### src/rtl/core/i2cm_pkg.sv
`default_nettype none

package i2cm_pkg;

    localparam int BITS_PER_BYTE = 8;
    localparam int BIT_CNT_W     = $clog2(BITS_PER_BYTE);
    localparam int PC_W          = 5;
    localparam int HOLD_W        = 14;
    localparam int DELAY_W       = 8;
    localparam int WAIT_PROD_W   = DELAY_W + DELAY_W + 1;

    localparam logic [HOLD_W-1:0]  HOLD_MAX         = {HOLD_W{1'b1}};
    localparam logic [DELAY_W-1:0] DELAY_RESET      = 8'd2;
    localparam logic [DELAY_W-1:0] POLL_LIMIT_RESET = 8'd250;

    typedef logic [PC_W-1:0]      pc_t;
    typedef logic [BIT_CNT_W-1:0] bit_cnt_t;

    typedef enum logic [1:0] {
        CMD_START = 2'd0,
        CMD_STOP  = 2'd1,
        CMD_WRITE = 2'd2,
        CMD_READ  = 2'd3
    } cmd_t;

    typedef enum logic {
        REG_BIT_DELAY  = 1'b0,
        REG_POLL_LIMIT = 1'b1
    } reg_idx_t;

    typedef enum logic [2:0] {
        SDA_LOW,
        SDA_HIGH,
        SDA_PREV,
        SDA_TX,
        SDA_ACK
    } sda_sel_t;

    typedef enum logic [2:0] {
        HOLD_BIT,
        HOLD_ZERO,
        HOLD_HALF_LO,
        HOLD_HALF_HI,
        HOLD_WAIT
    } hold_sel_t;

    // one microcode word
    typedef struct packed {
        logic      scl;
        sda_sel_t  sda;
        hold_sel_t hold;
        logic      tx_shift;
        logic      rx_sample;
        logic      loop_bit;
        logic      br_timeout;
        logic      last;
        pc_t       target;
    } ucode_t;

    // program entry points
    localparam pc_t PC_START = 5'd0;
    localparam pc_t PC_STOP  = 5'd3;
    localparam pc_t PC_WRITE = 5'd6;
    localparam pc_t PC_READ  = 5'd12;

    function automatic pc_t entry_pc(input cmd_t cmd);
        pc_t pc;
        case (cmd)
            CMD_START: pc = PC_START;
            CMD_STOP:  pc = PC_STOP;
            CMD_WRITE: pc = PC_WRITE;
            CMD_READ:  pc = PC_READ;
            default:   pc = PC_START;
        endcase
        return pc;
    endfunction

endpackage

`default_nettype wire

### src/rtl/core/i2cm_rom.sv
`default_nettype none

module i2cm_rom
    import i2cm_pkg::*;
(
    input  pc_t    addr,
    output ucode_t word
);

    function automatic ucode_t uw(input logic scl, input sda_sel_t sda,
                                  input hold_sel_t hold, input logic tx_shift,
                                  input logic rx_sample, input logic loop_bit,
                                  input logic br_timeout, input logic last,
                                  input pc_t target);
        ucode_t w;
        w.scl        = scl;
        w.sda        = sda;
        w.hold       = hold;
        w.tx_shift   = tx_shift;
        w.rx_sample  = rx_sample;
        w.loop_bit   = loop_bit;
        w.br_timeout = br_timeout;
        w.last       = last;
        w.target     = target;
        return w;
    endfunction

    always_comb begin
        case (addr)
            // start
            5'd0:  word = uw(1'b1, SDA_HIGH, HOLD_BIT,  1'b0, 1'b0, 1'b0, 1'b0, 1'b0, PC_START);
            5'd1:  word = uw(1'b1, SDA_LOW,  HOLD_BIT,  1'b0, 1'b0, 1'b0, 1'b0, 1'b0, PC_START);
            5'd2:  word = uw(1'b0, SDA_LOW,  HOLD_ZERO, 1'b0, 1'b0, 1'b0, 1'b0, 1'b1, PC_START);
            // stop, also the tail of a timed-out write
            5'd3:  word = uw(1'b0, SDA_LOW,  HOLD_BIT,  1'b0, 1'b0, 1'b0, 1'b0, 1'b0, PC_START);
            5'd4:  word = uw(1'b1, SDA_LOW,  HOLD_BIT,  1'b0, 1'b0, 1'b0, 1'b0, 1'b0, PC_START);
            5'd5:  word = uw(1'b1, SDA_HIGH, HOLD_BIT,  1'b0, 1'b0, 1'b0, 1'b0, 1'b1, PC_START);
            // write bit loop, release, ack wait
            5'd6:  word = uw(1'b0, SDA_PREV, HOLD_BIT,  1'b0, 1'b0, 1'b0, 1'b0, 1'b0, PC_START);
            5'd7:  word = uw(1'b0, SDA_TX,   HOLD_BIT,  1'b0, 1'b0, 1'b0, 1'b0, 1'b0, PC_START);
            5'd8:  word = uw(1'b1, SDA_TX,   HOLD_BIT,  1'b1, 1'b0, 1'b1, 1'b0, 1'b0, PC_WRITE);
            5'd9:  word = uw(1'b0, SDA_HIGH, HOLD_ZERO, 1'b0, 1'b0, 1'b0, 1'b0, 1'b0, PC_START);
            5'd10: word = uw(1'b1, SDA_HIGH, HOLD_WAIT, 1'b0, 1'b0, 1'b0, 1'b1, 1'b0, PC_STOP);
            5'd11: word = uw(1'b0, SDA_HIGH, HOLD_BIT,  1'b0, 1'b0, 1'b0, 1'b0, 1'b1, PC_START);
            // read bit loop, sample at mid-high, then answer bit
            5'd12: word = uw(1'b0, SDA_HIGH, HOLD_BIT,     1'b0, 1'b0, 1'b0, 1'b0, 1'b0, PC_START);
            5'd13: word = uw(1'b1, SDA_HIGH, HOLD_HALF_LO, 1'b0, 1'b0, 1'b0, 1'b0, 1'b0, PC_START);
            5'd14: word = uw(1'b1, SDA_HIGH, HOLD_HALF_HI, 1'b0, 1'b1, 1'b1, 1'b0, 1'b0, PC_READ);
            5'd15: word = uw(1'b0, SDA_HIGH, HOLD_BIT,  1'b0, 1'b0, 1'b0, 1'b0, 1'b0, PC_START);
            5'd16: word = uw(1'b0, SDA_ACK,  HOLD_ZERO, 1'b0, 1'b0, 1'b0, 1'b0, 1'b0, PC_START);
            5'd17: word = uw(1'b1, SDA_ACK,  HOLD_BIT,  1'b0, 1'b0, 1'b0, 1'b0, 1'b0, PC_START);
            5'd18: word = uw(1'b0, SDA_ACK,  HOLD_BIT,  1'b0, 1'b0, 1'b0, 1'b0, 1'b1, PC_START);
            default: word = uw(1'b1, SDA_HIGH, HOLD_ZERO, 1'b0, 1'b0, 1'b0, 1'b0, 1'b1, PC_START);
        endcase
    end

endmodule

`default_nettype wire

### src/rtl/core/i2cm_seq.sv
`default_nettype none

module i2cm_seq
    import i2cm_pkg::*;
(
    input  logic   aclk,
    input  logic   aresetn,
    input  logic   start,
    input  pc_t    start_pc,
    input  logic   step_en,
    input  ucode_t word,
    input  logic   timeout,
    output pc_t    pc,
    output logic   busy
);

    localparam bit_cnt_t LAST_BIT = bit_cnt_t'(BITS_PER_BYTE - 1);

    pc_t      pc_reg,      pc_next;
    bit_cnt_t bit_cnt_reg, bit_cnt_next;
    logic     busy_reg,    busy_next;

    always_comb begin
        pc_next      = pc_reg;
        bit_cnt_next = bit_cnt_reg;
        busy_next    = busy_reg;
        if (start) begin
            pc_next      = start_pc;
            bit_cnt_next = '0;
            busy_next    = 1'b1;
        end else if (step_en) begin
            pc_next = pc_reg + pc_t'(1);
            if (word.loop_bit) begin
                if (bit_cnt_reg != LAST_BIT) begin
                    pc_next      = word.target;
                    bit_cnt_next = bit_cnt_reg + bit_cnt_t'(1);
                end else begin
                    bit_cnt_next = '0;
                end
            end
            if (word.br_timeout && timeout) begin
                pc_next = word.target;
            end
            if (word.last) begin
                busy_next = 1'b0;
            end
        end
    end

    always_ff @(posedge aclk) begin
        if (!aresetn) begin
            pc_reg      <= PC_START;
            bit_cnt_reg <= '0;
            busy_reg    <= 1'b0;
        end else begin
            pc_reg      <= pc_next;
            bit_cnt_reg <= bit_cnt_next;
            busy_reg    <= busy_next;
        end
    end

    assign pc   = pc_reg;
    assign busy = busy_reg;

endmodule

`default_nettype wire

### src/rtl/core/i2cm_dpath.sv
`default_nettype none

module i2cm_dpath
    import i2cm_pkg::*;
(
    input  logic                      aclk,
    input  logic                      aresetn,
    input  logic                      load,
    input  cmd_t                      command,
    input  logic [BITS_PER_BYTE-1:0]  tx_byte,
    input  logic                      send_ack,
    input  logic [BITS_PER_BYTE-1:0]  slave_bits,
    input  logic [DELAY_W-1:0]        ack_high_polls,
    input  logic [DELAY_W-1:0]        bit_delay,
    input  logic [DELAY_W-1:0]        poll_limit,
    input  logic                      step_en,
    input  ucode_t                    word,
    input  logic                      out_ready,
    output logic                      timeout,
    output logic                      out_valid,
    output logic                      scl_level,
    output logic                      sda_level,
    output logic [HOLD_W-1:0]         hold_us,
    output logic [BITS_PER_BYTE-1:0]  rx_byte,
    output logic                      nack_timeout,
    output logic                      last_phase
);

    logic [BITS_PER_BYTE-1:0] tx_reg, slave_reg, rx_reg;
    logic                     ack_bit_reg, timeout_reg, sda_prev_reg;
    logic [HOLD_W-1:0]        wait_hold_reg;

    logic                     out_valid_reg, scl_out_reg, sda_out_reg;
    logic [HOLD_W-1:0]        hold_out_reg;
    logic [BITS_PER_BYTE-1:0] rx_out_reg;
    logic                     nack_out_reg, last_out_reg;

    logic                     too_many;
    logic [DELAY_W-1:0]       polls_used;
    logic [WAIT_PROD_W-1:0]   wait_prod;
    logic [DELAY_W-1:0]       half_lo, half_hi;
    logic                     sda_val;
    logic [HOLD_W-1:0]        hold_val;

    // ack wait: (min(polls, limit) + 1) * delay, clipped
    assign too_many   = ack_high_polls > poll_limit;
    assign polls_used = too_many ? poll_limit : ack_high_polls;
    assign wait_prod  = WAIT_PROD_W'({1'b0, polls_used} + (DELAY_W+1)'(1))
                        * WAIT_PROD_W'(bit_delay);

    assign half_lo = bit_delay >> 1;
    assign half_hi = bit_delay - half_lo;

    always_comb begin
        case (word.sda)
            SDA_LOW:  sda_val = 1'b0;
            SDA_HIGH: sda_val = 1'b1;
            SDA_PREV: sda_val = sda_prev_reg;
            SDA_TX:   sda_val = tx_reg[BITS_PER_BYTE-1];
            SDA_ACK:  sda_val = ack_bit_reg;
            default:  sda_val = 1'b1;
        endcase
        case (word.hold)
            HOLD_BIT:     hold_val = HOLD_W'(bit_delay);
            HOLD_ZERO:    hold_val = '0;
            HOLD_HALF_LO: hold_val = HOLD_W'(half_lo);
            HOLD_HALF_HI: hold_val = HOLD_W'(half_hi);
            HOLD_WAIT:    hold_val = wait_hold_reg;
            default:      hold_val = '0;
        endcase
    end

    // item registers
    always_ff @(posedge aclk) begin
        if (load) begin
            tx_reg        <= tx_byte;
            slave_reg     <= slave_bits;
            rx_reg        <= '0;
            ack_bit_reg   <= ~send_ack;
            timeout_reg   <= (command == CMD_WRITE) && too_many;
            wait_hold_reg <= (wait_prod > WAIT_PROD_W'(HOLD_MAX)) ? HOLD_MAX
                                                                  : wait_prod[HOLD_W-1:0];
        end else if (step_en) begin
            if (word.tx_shift) begin
                tx_reg <= {tx_reg[BITS_PER_BYTE-2:0], 1'b0};
            end
            if (word.rx_sample) begin
                rx_reg    <= {rx_reg[BITS_PER_BYTE-2:0], slave_reg[BITS_PER_BYTE-1]};
                slave_reg <= {slave_reg[BITS_PER_BYTE-2:0], 1'b0};
            end
        end
    end

    // line state and result register
    always_ff @(posedge aclk) begin
        if (!aresetn) begin
            sda_prev_reg  <= 1'b1;
            out_valid_reg <= 1'b0;
        end else begin
            if (step_en) begin
                sda_prev_reg  <= sda_val;
                out_valid_reg <= 1'b1;
            end else if (out_ready) begin
                out_valid_reg <= 1'b0;
            end
        end
    end

    always_ff @(posedge aclk) begin
        if (step_en) begin
            scl_out_reg  <= word.scl;
            sda_out_reg  <= sda_val;
            hold_out_reg <= hold_val;
            // rx assembles fully before the last step of a read
            rx_out_reg   <= word.last ? rx_reg : '0;
            nack_out_reg <= word.last & timeout_reg;
            last_out_reg <= word.last;
        end
    end

    assign timeout      = timeout_reg;
    assign out_valid    = out_valid_reg;
    assign scl_level    = scl_out_reg;
    assign sda_level    = sda_out_reg;
    assign hold_us      = hold_out_reg;
    assign rx_byte      = rx_out_reg;
    assign nack_timeout = nack_out_reg;
    assign last_phase   = last_out_reg;

endmodule

`default_nettype wire

### src/rtl/core/i2c_master_bit_engine.sv
// An accepted beat loads the sequencer, whose first step then fills the result register.
// Throughput: one phase per cycle from the microcode, 3 to 29 phases per command; a stalled
//   result holds the sequencer.
// Reset: synchronous active-low aresetn; registers return to delay 2 and poll limit 250,
//   SDA is taken as released and no result is pending.
`default_nettype none

module i2c_master_bit_engine
    import i2cm_pkg::*;
(
    input  logic        aclk,
    input  logic        aresetn,

    // command beats
    input  logic        s_valid,
    output logic        s_ready,
    input  logic [1:0]  s_command,
    input  logic [7:0]  s_tx_byte,
    input  logic        s_send_ack,
    input  logic [7:0]  s_slave_bits,
    input  logic [7:0]  s_ack_high_polls,

    // bus phase beats
    output logic        m_valid,
    input  logic        m_ready,
    output logic        m_scl_level,
    output logic        m_sda_level,
    output logic [13:0] m_hold_us,
    output logic [7:0]  m_rx_byte,
    output logic        m_nack_timeout,
    output logic        m_last_phase,

    // register port
    input  logic        psel,
    input  logic        penable,
    input  logic        pwrite,
    input  logic [2:0]  paddr,
    input  logic [31:0] pwdata,
    output logic [31:0] prdata,
    output logic        pready
);

    // Register map: bit delay at 0x0, ack poll limit at 0x4; only paddr[2] decodes.
    logic [DELAY_W-1:0] bit_delay_reg, poll_limit_reg;
    logic               cfg_wr;
    reg_idx_t           cfg_idx;

    assign pready  = 1'b1;
    assign cfg_wr  = psel & penable & pwrite & pready;
    assign cfg_idx = reg_idx_t'(paddr[2]);

    always_ff @(posedge aclk) begin
        if (!aresetn) begin
            bit_delay_reg  <= DELAY_RESET;
            poll_limit_reg <= POLL_LIMIT_RESET;
        end else if (cfg_wr) begin
            case (cfg_idx)
                REG_BIT_DELAY:  bit_delay_reg  <= pwdata[DELAY_W-1:0];
                REG_POLL_LIMIT: poll_limit_reg <= pwdata[DELAY_W-1:0];
                default: ;
            endcase
        end
    end

    always_comb begin
        case (cfg_idx)
            REG_BIT_DELAY:  prdata = {24'd0, bit_delay_reg};
            REG_POLL_LIMIT: prdata = {24'd0, poll_limit_reg};
            default:        prdata = '0;
        endcase
    end

    // Control: the sequencer walks the microcode; one word is executed per step and
    // its phase lands in the result register. A step only runs while that register
    // is empty or being drained, so a stalled result freezes the program.
    logic   busy, accept, step_en, timeout;
    pc_t    pc;
    ucode_t word;

    assign s_ready = ~busy;
    assign accept  = s_valid & s_ready;
    assign step_en = busy & (~m_valid | m_ready);

    i2cm_rom u_rom (
        .addr (pc),
        .word (word)
    );

    i2cm_seq u_seq (
        .aclk     (aclk),
        .aresetn  (aresetn),
        .start    (accept),
        .start_pc (entry_pc(cmd_t'(s_command))),
        .step_en  (step_en),
        .word     (word),
        .timeout  (timeout),
        .pc       (pc),
        .busy     (busy)
    );

    // Datapath: shifters for the byte out and in, the precomputed ack-wait hold
    // and the result register that parts the sequencer from the consumer.
    i2cm_dpath u_dpath (
        .aclk           (aclk),
        .aresetn        (aresetn),
        .load           (accept),
        .command        (cmd_t'(s_command)),
        .tx_byte        (s_tx_byte),
        .send_ack       (s_send_ack),
        .slave_bits     (s_slave_bits),
        .ack_high_polls (s_ack_high_polls),
        .bit_delay      (bit_delay_reg),
        .poll_limit     (poll_limit_reg),
        .step_en        (step_en),
        .word           (word),
        .out_ready      (m_ready),
        .timeout        (timeout),
        .out_valid      (m_valid),
        .scl_level      (m_scl_level),
        .sda_level      (m_sda_level),
        .hold_us        (m_hold_us),
        .rx_byte        (m_rx_byte),
        .nack_timeout   (m_nack_timeout),
        .last_phase     (m_last_phase)
    );

endmodule

`default_nettype wire

### config.mk
export PLATFORM = sky130hd
export DESIGN_NAME = i2c_master_bit_engine
export DESIGN_NICKNAME = d
export VERILOG_FILES = /design/src/rtl/core/i2cm_pkg.sv /design/src/rtl/core/i2cm_rom.sv /design/src/rtl/core/i2cm_seq.sv /design/src/rtl/core/i2cm_dpath.sv /design/src/rtl/core/i2c_master_bit_engine.sv
export SDC_FILE = /design/constraint.sdc
export NUM_CORES = 1
export LEC_CHECK = 0
export BUFFER_PORTS_ARGS = -buffer_cell sky130_fd_sc_hd__buf_4
export CAP_MARGIN = 20
export CORE_MARGIN = 10
export CORE_UTILIZATION = 40
export CTS_CLUSTER_SIZE = 16
export DETAILED_ROUTE_END_ITERATION = 10
export PLACE_DENSITY = 0.73
export SYNTH_ARGS = -nofsm -noshare
export SYNTH_HDL_FRONTEND = slang
export SYNTH_SLANG_ARGS = --single-unit
### constraint.sdc
create_clock -name aclk -period 7.7 [get_ports aclk]
set_clock_uncertainty 0.2 [all_clocks]
set_input_delay 0.77 -clock aclk [delete_from_list [all_inputs] [get_ports aclk]]
set_output_delay 0.77 -clock aclk [all_outputs]
set_load 0.05 [all_outputs]
==> run summary, run 1 <==
Iteration-0 DRC Markers = 432
routed wire length per instance = 14.7 um
fin crit share = 94.1%
max-slew violations = 0
gpl congestion = 0.834
Setup Viol. Count Final = 0
critical path data arrival time = 7130 ps
Async SR Flop Fraction = 0%
Crit Path Class = primary input to flop
Post-DRT Antenna Nets = 0
Max stage delay cell, worst path = fa_1
DIE WIDTH = 162 um
Leakage = 0.00419 uW
clock sinks = 105
Fmax achieved = 0.138 GHz
fin worst setup slack = 454 ps
slowest stage delay, CP = 560 ps
die area = 26,100 um^2
GRT Resource Usage Total = 13.7%
sequential-to-total area share from yosys stat = 33.4%
Peak VDD IR = 110 uV
hpwl dp = 14.1 mm
Power Density = 164 nW/um^2
gr ovfl total = 0
initial core utilization = 41.0%
first-pass GRT wire length = 29.9 mm
Critical Path End Type = flop
total power = 1490 uW
Max-Cap Viols = 0
drt total wl = 17.9 mm
vias in the first global route = 6,096
IO buf count = 78
measured slew at the worst slew-check pin = 827 ps
via-per-instance ratio = 5.01
Crit path max-delay family = adder cells
chip height = 162 um
Synth Flop Type = edfxtp_1
startpoint types = primary input
largest net degree at the start of global routing = 46
Post-Syn Instances = 881
Num CTS Buffers = 9
TritonRoute pass-1 iters = 5
Reg clk slew, reported paths = 70 ps
Fin Setup TNS = 0 ps
Tightest Hold Check Type = flop to flop
cts repair resizes = 0
initial antenna violation count = 0
Netlist cell types = 75
clk_lat worst skew = 340 ps
P&R area growth vs syn = 13.3%
RSZ-0062 raised after global routing = no
row count = 51
DRC = 0
crit-path max FO = 7
H-Tree Depth = 3
antenna diode count = 0
CTS Root Cell = clkbuf_16
mapped cell area = 8030 um^2
synth warn = 0
layout cells sized above 1 = 13.7%
most used cell, CP = fa_1
max_slew headroom = 44.9%
Placement Setup Slack = 131 ps
Post-CTS Setup Bufs = 0
Hold Buf Count CTS = 0
Core Util, Final = 46.4%
core area = 19,600 um^2
num ports = 130
CTS tree = done
Max Root-Sink Buffers = 2
CP Buf/Inv Count = 5
Worst EP required = 7580 ps
EDFF count, synth = 58
Total Nets Final = 1,123
minimum clock period = 7250 ps
status = finished, final reports clean
Final Hold Viols = 0
synthesized area per cell = 9.11 um^2
Via Count = 6,092
number of synthesized register bits = 105
## layout by cell type (no fill, tap or decap), types with 32 or more instances in the layout
cell        n
dfxtp_1    47
nor2_1     32
edfxtp_1   58
buf_4      86
ha_1       65
and2_1     71
inv_1      96
a21oi_1    40
fa_1       43
nand2_1   140
## cells by family after synthesis
family                     synth area share, %
DFF                                       33.4
other                                   0.0936
AOI/OAI and AO/OA                         10.9
adders and majority gates                 20.9
buffers and inverters                     8.73
xor gates and xnor gates                  2.82
muxes                                     2.04
and+or+nand+nor                           21.1
## final cells by class
type / instances / area, um^2
clock buffers: 11 / 253
clock inverters: 5 / 77.6
repair buffers: 86 / 646
multi-input cells: 645 / 4730
fillers: 1850 / 10500
flip-flops and latches: 105 / 2680
well taps: 265 / 332
inverters: 99 / 372
## power by group
part	switching [uW]	leakage, uW	internal [uW]
combinational	224	0.00309	114
clock	194	0.000163	301
sequential	24.6	0.000942	636
total	443	0.00419	1050
## metal layers
layer / vias to the layer above / track usage, % / routed length [um] / part of all wire, %
li1: 3026 / - / - / -
met1: 2891 / 16.9 / 7930 / 44
met2: 155 / 23.7 / 8710 / 49
met3: 20 / 2.54 / 933 / 5.2
met4: 0 / 4.47 / 286 / 1.6
met5: - / 0 / 0 / 0
## cells in the mapped netlist (22+ instances only)
library cell,count,area [um^2]
a21oi_1,40,200
fa_1,43,861
buf_4,28,210
o21ai_0,22,110
nand2_1,140,526
clkbuf_1,22,82.6
nor2_1,32,120
ha_1,65,813
nand3_1,27,135
inv_1,96,360
dfxtp_1,47,941
and2_1,71,444
edfxtp_1,58,1740
## path summary, 6_finish.rpt
kind,from,to,slack (ps),cells past startpoint
worst min-delay path,u_rom.word[16]$_DFF_P_,u_dpath.scl_level$_DFFE_PP_,210,0
worst max register to register,poll_limit_reg[6]$_SDFFE_PN1P_,u_dpath.wait_hold_reg[3]$_SDFFCE_PN1P_,510,28
worst max-delay path,s_ack_high_polls[6],u_dpath.wait_hold_reg[3]$_SDFFCE_PN1P_,450,28
worst min register to register,u_rom.word[16]$_DFF_P_,u_dpath.scl_level$_DFFE_PP_,210,0
## per-stage QoR
step	instances	cell area [um^2]	hold WS (ps)
global placement	1200	8760	195
global route	1216	9090	221
CTS	1216	9090	207
detailed placement	1200	8760	191
floorplan	904	8110	186
finish	1216	9090	207
Power figures use the tool's default switching activity.
==> run 2: changes to the inputs <==
==> constraint.sdc (replaced) <==
create_clock -name aclk -period 7.7 [get_ports aclk]
set_clock_uncertainty 0.2 [all_clocks]
set_input_delay 0 -clock aclk [delete_from_list [all_inputs] [get_ports aclk]]
set_output_delay 0 -clock aclk [all_outputs]
set_load 0.05 [all_outputs]
==> run 2 against run 1 <==
Final cell count grew 3.1%. Register-to-register slack gained 20 ps. First-iteration DRC count grew 6.9%. Design area is 4.0% higher. Total power down 1.8%. Count of clock-buffer cells in the layout unchanged. Global-route usage up 0.36 points. Highest routed layer unchanged.
==> run summary, run 2 (synthesis results as in run 1) <==
GRT Resource Usage Total = 14.1% (+0.36 points)
most frequent cells in the layout = 140 x nand2_1, 96 x inv_1, 90 x buf_4, 71 x and2_1, 65 x ha_1
sequential power share = 45.0% (+0.8 points)
metal1 wirelength = 7.97 mm (+0.49%)
clock sinks = 105 (unchanged)
Leakage = 0.00432 uW (+3.1%)
Setup Viol. Count Final = 0 (unchanged)
fin crit share = 93.2% (-0.94 points)
Fmax achieved = 0.139 GHz (+1.0%)
DRC = 0 (unchanged)
drt total wl = 18.4 mm (+3.0%)
layout cells sized above 1 = 14.0% (+0.30 points)
Max stage delay cell, worst path = fa_1
TritonRoute pass-1 iters = 5 (unchanged)
measured slew at the worst slew-check pin = 832 ps (+5.03 ps)
gr ovfl total = 0 (unchanged)
max_slew headroom = 44.5% (-0.34 points)
Internal Power = 1020 uW (-2.8%)
startpoint types = flop
commonest non-fill, non-tap cell in the layout = nand2_1
max-slew violations = 0 (unchanged)
Critical Path End Type = flop
Sw Ratio = 30.3% (+0.71 points)
worst reg2reg setup slack = 530 ps (+20 ps)
placed inst area = 8760 um^2 (unchanged)
gpl congestion = 0.845 (+1.3%)
crit-path max FO = 8 (+1)
Tightest Hold Check Type = primary input to flop
most used cell, CP = inv_1
Num CTS Buffers = 9 (unchanged)
CTS Root Cell = clkbuf_16
initial core utilization = 41.0% (unchanged)
hpwl dp = 14.0 mm (-0.57%)
Worst path depth = 28 (unchanged)
Peak VDD IR = 101 uV (-7.7%)
RSZ-0062 raised after global routing = no
critical path data arrival time = 7050 ps (-80 ps)
status = finished, final reports clean
first-pass GRT wire length = 30.7 mm (+2.7%)
IO buf count = 78 (unchanged)
Total Nets Final = 1,160 (+3.3%)
CP Buf/Inv Count = 6 (+1)
via-per-instance ratio = 4.95 (-1.2%)
largest net degree at the start of global routing = 46 (unchanged)
Via Count = 6,206 (+1.9%)
metal2 WL = 9.11 mm (+4.6%)
Fin Setup TNS = 0 ps (unchanged)
Post-DRT Antenna Nets = 0 (unchanged)
P&R area growth vs syn = 17.7%
H-Tree Depth = 3 (unchanged)
num ports = 130 (unchanged)
Reg clk slew, reported paths = 70 ps (about the same)
Max Root-Sink Buffers = 2 (unchanged)
Worst EP required = 7580 ps (about the same)
Max-Cap Viols = 0 (unchanged)
initial antenna violation count = 1 (+1)
die area = 26,100 um^2 (unchanged)
routed wire length per instance = 14.7 um (-0.13%)
Clock power frac = 30.8% (-2.4 points)
core area = 19,600 um^2 (unchanged)
Power Density = 155 nW/um^2 (-5.6%)
hold slack = 26.5 ps (-180 ps)
Crit Path Class = flop to flop
minimum clock period = 7170 ps (-72.4 ps)
row count = 51 (unchanged)
DIE WIDTH = 162 um (unchanged)
DR top layer = met4
wire length on met3 = 980 um (+5.0%)
CTS tree = done
Gate power share = 24.2% (+1.6 points)
Final Hold Viols = 0 (unchanged)
Crit path max-delay family = adder cells
chip height = 162 um (unchanged)
vias in the first global route = 6,209 (+1.9%)
Switching Power = 445 uW (+0.53%)
slowest stage delay, CP = 530 ps (-30 ps)
final instance area = 9450 um^2 (+4.0%)
Iteration-0 DRC Markers = 462 (+6.9%)
clk_lat worst skew = 340 ps (about the same)
reg2reg path depth = 28 (unchanged)
worst hold stages = 4 (+4)
run 2: cell count changes in the layout (fill, tap and decap cells not counted), sizes merged:
| cell | previous run | this run |
|---|---|---|
| buf | 86 | 90 |
| bufinv | 2 | 1 |
| clkinvlp | 0 | 1 |
| diode | 0 | 1 |
| dlygate4sd3 | 0 | 33 |
run 2: power groups by stage:
stage | clock [uW] | combinational, uW | sequential, uW
6_report | 452 | 355 | 661
5_1_grt | 482 | 395 | 664
4_1_cts | 457 | 353 | 661
3_5_place_dp | 0 | 339 | 673
3_3_place_gp | 0 | 334 | 672
2_1_floorplan | 0 | 230 | 695
run 2: cell type report:
type | count | area [um^2]
inverter | 99 | 372
fill | 1844 | 10100
timing repair buffer | 123 | 1010
sequential | 105 | 2680
clock inverter | 5 | 55.1
multi-input combinational | 645 | 4760
tap | 265 | 332
clock buffer | 11 | 243
antenna | 1 | 2.50
run 2: through the flow:
| stage | cells | utilization (%) | power, uW | setup WS, ps |
|---|---|---|---|---|
| final | 1254 | 48.2 | 1470 | 526 |
| after floorplan | 904 | - | 926 | 806 |
| after global placement | 1200 | 44.7 | 1010 | 483 |
| after detailed placement | 1200 | 44.7 | 1010 | 363 |
| after global routing | 1254 | 48.2 | 1540 | 36.9 |
| after CTS | 1249 | 47.9 | 1470 | 348 |
run 2: worst reg2reg max path: cells and delay by family, from the launching register on:
| family | cells | cell delay [ps] |
|---|---|---|
| adders and majority gates | 7 | 2920 |
| and+or+nand+nor | 6 | 1210 |
| AOI/OAI and AO/OA | 6 | 1130 |
| muxes | 2 | 500 |
| DFF | 1 | 400 |
| buffers and inverters | 6 | 380 |
| xor gates and xnor gates | 1 | 140 |
run 2: what timing repair did:
| action | 4_1_cts | 5_1_grt |
|---|---|---|
| endpoints found under the hold margin | 50 | 0 |
| hold buffers | 33 | 0 |
| buffers inserted | 0 | 4 |
| endpoints found under the setup margin | 0 | 14 |
| gates resized for setup | 0 | 6 |
run 2: per-layer routing:
| metal | vias to the layer above | GRT usage (%) |
|---|---|---|
| met4 | 0 | 4.38 |
| li1 | 3096 | - |
| met2 | 158 | 24.3 |
| met5 | - | 0 |
| met1 | 2920 | 17.2 |
| met3 | 32 | 2.90 |
run 2: path summary, 6_finish.rpt:
check                                      start                                     end
hold / removal                          paddr[2]           bit_delay_reg[4]$_SDFFE_PN0P_
hold reg to reg           u_rom.word[16]$_DFF_P_             u_dpath.scl_level$_DFFE_PP_
setup reg to reg  poll_limit_reg[6]$_SDFFE_PN1P_  u_dpath.wait_hold_reg[1]$_SDFFCE_PN1P_
setup / recovery  poll_limit_reg[6]$_SDFFE_PN1P_  u_dpath.wait_hold_reg[1]$_SDFFCE_PN1P_
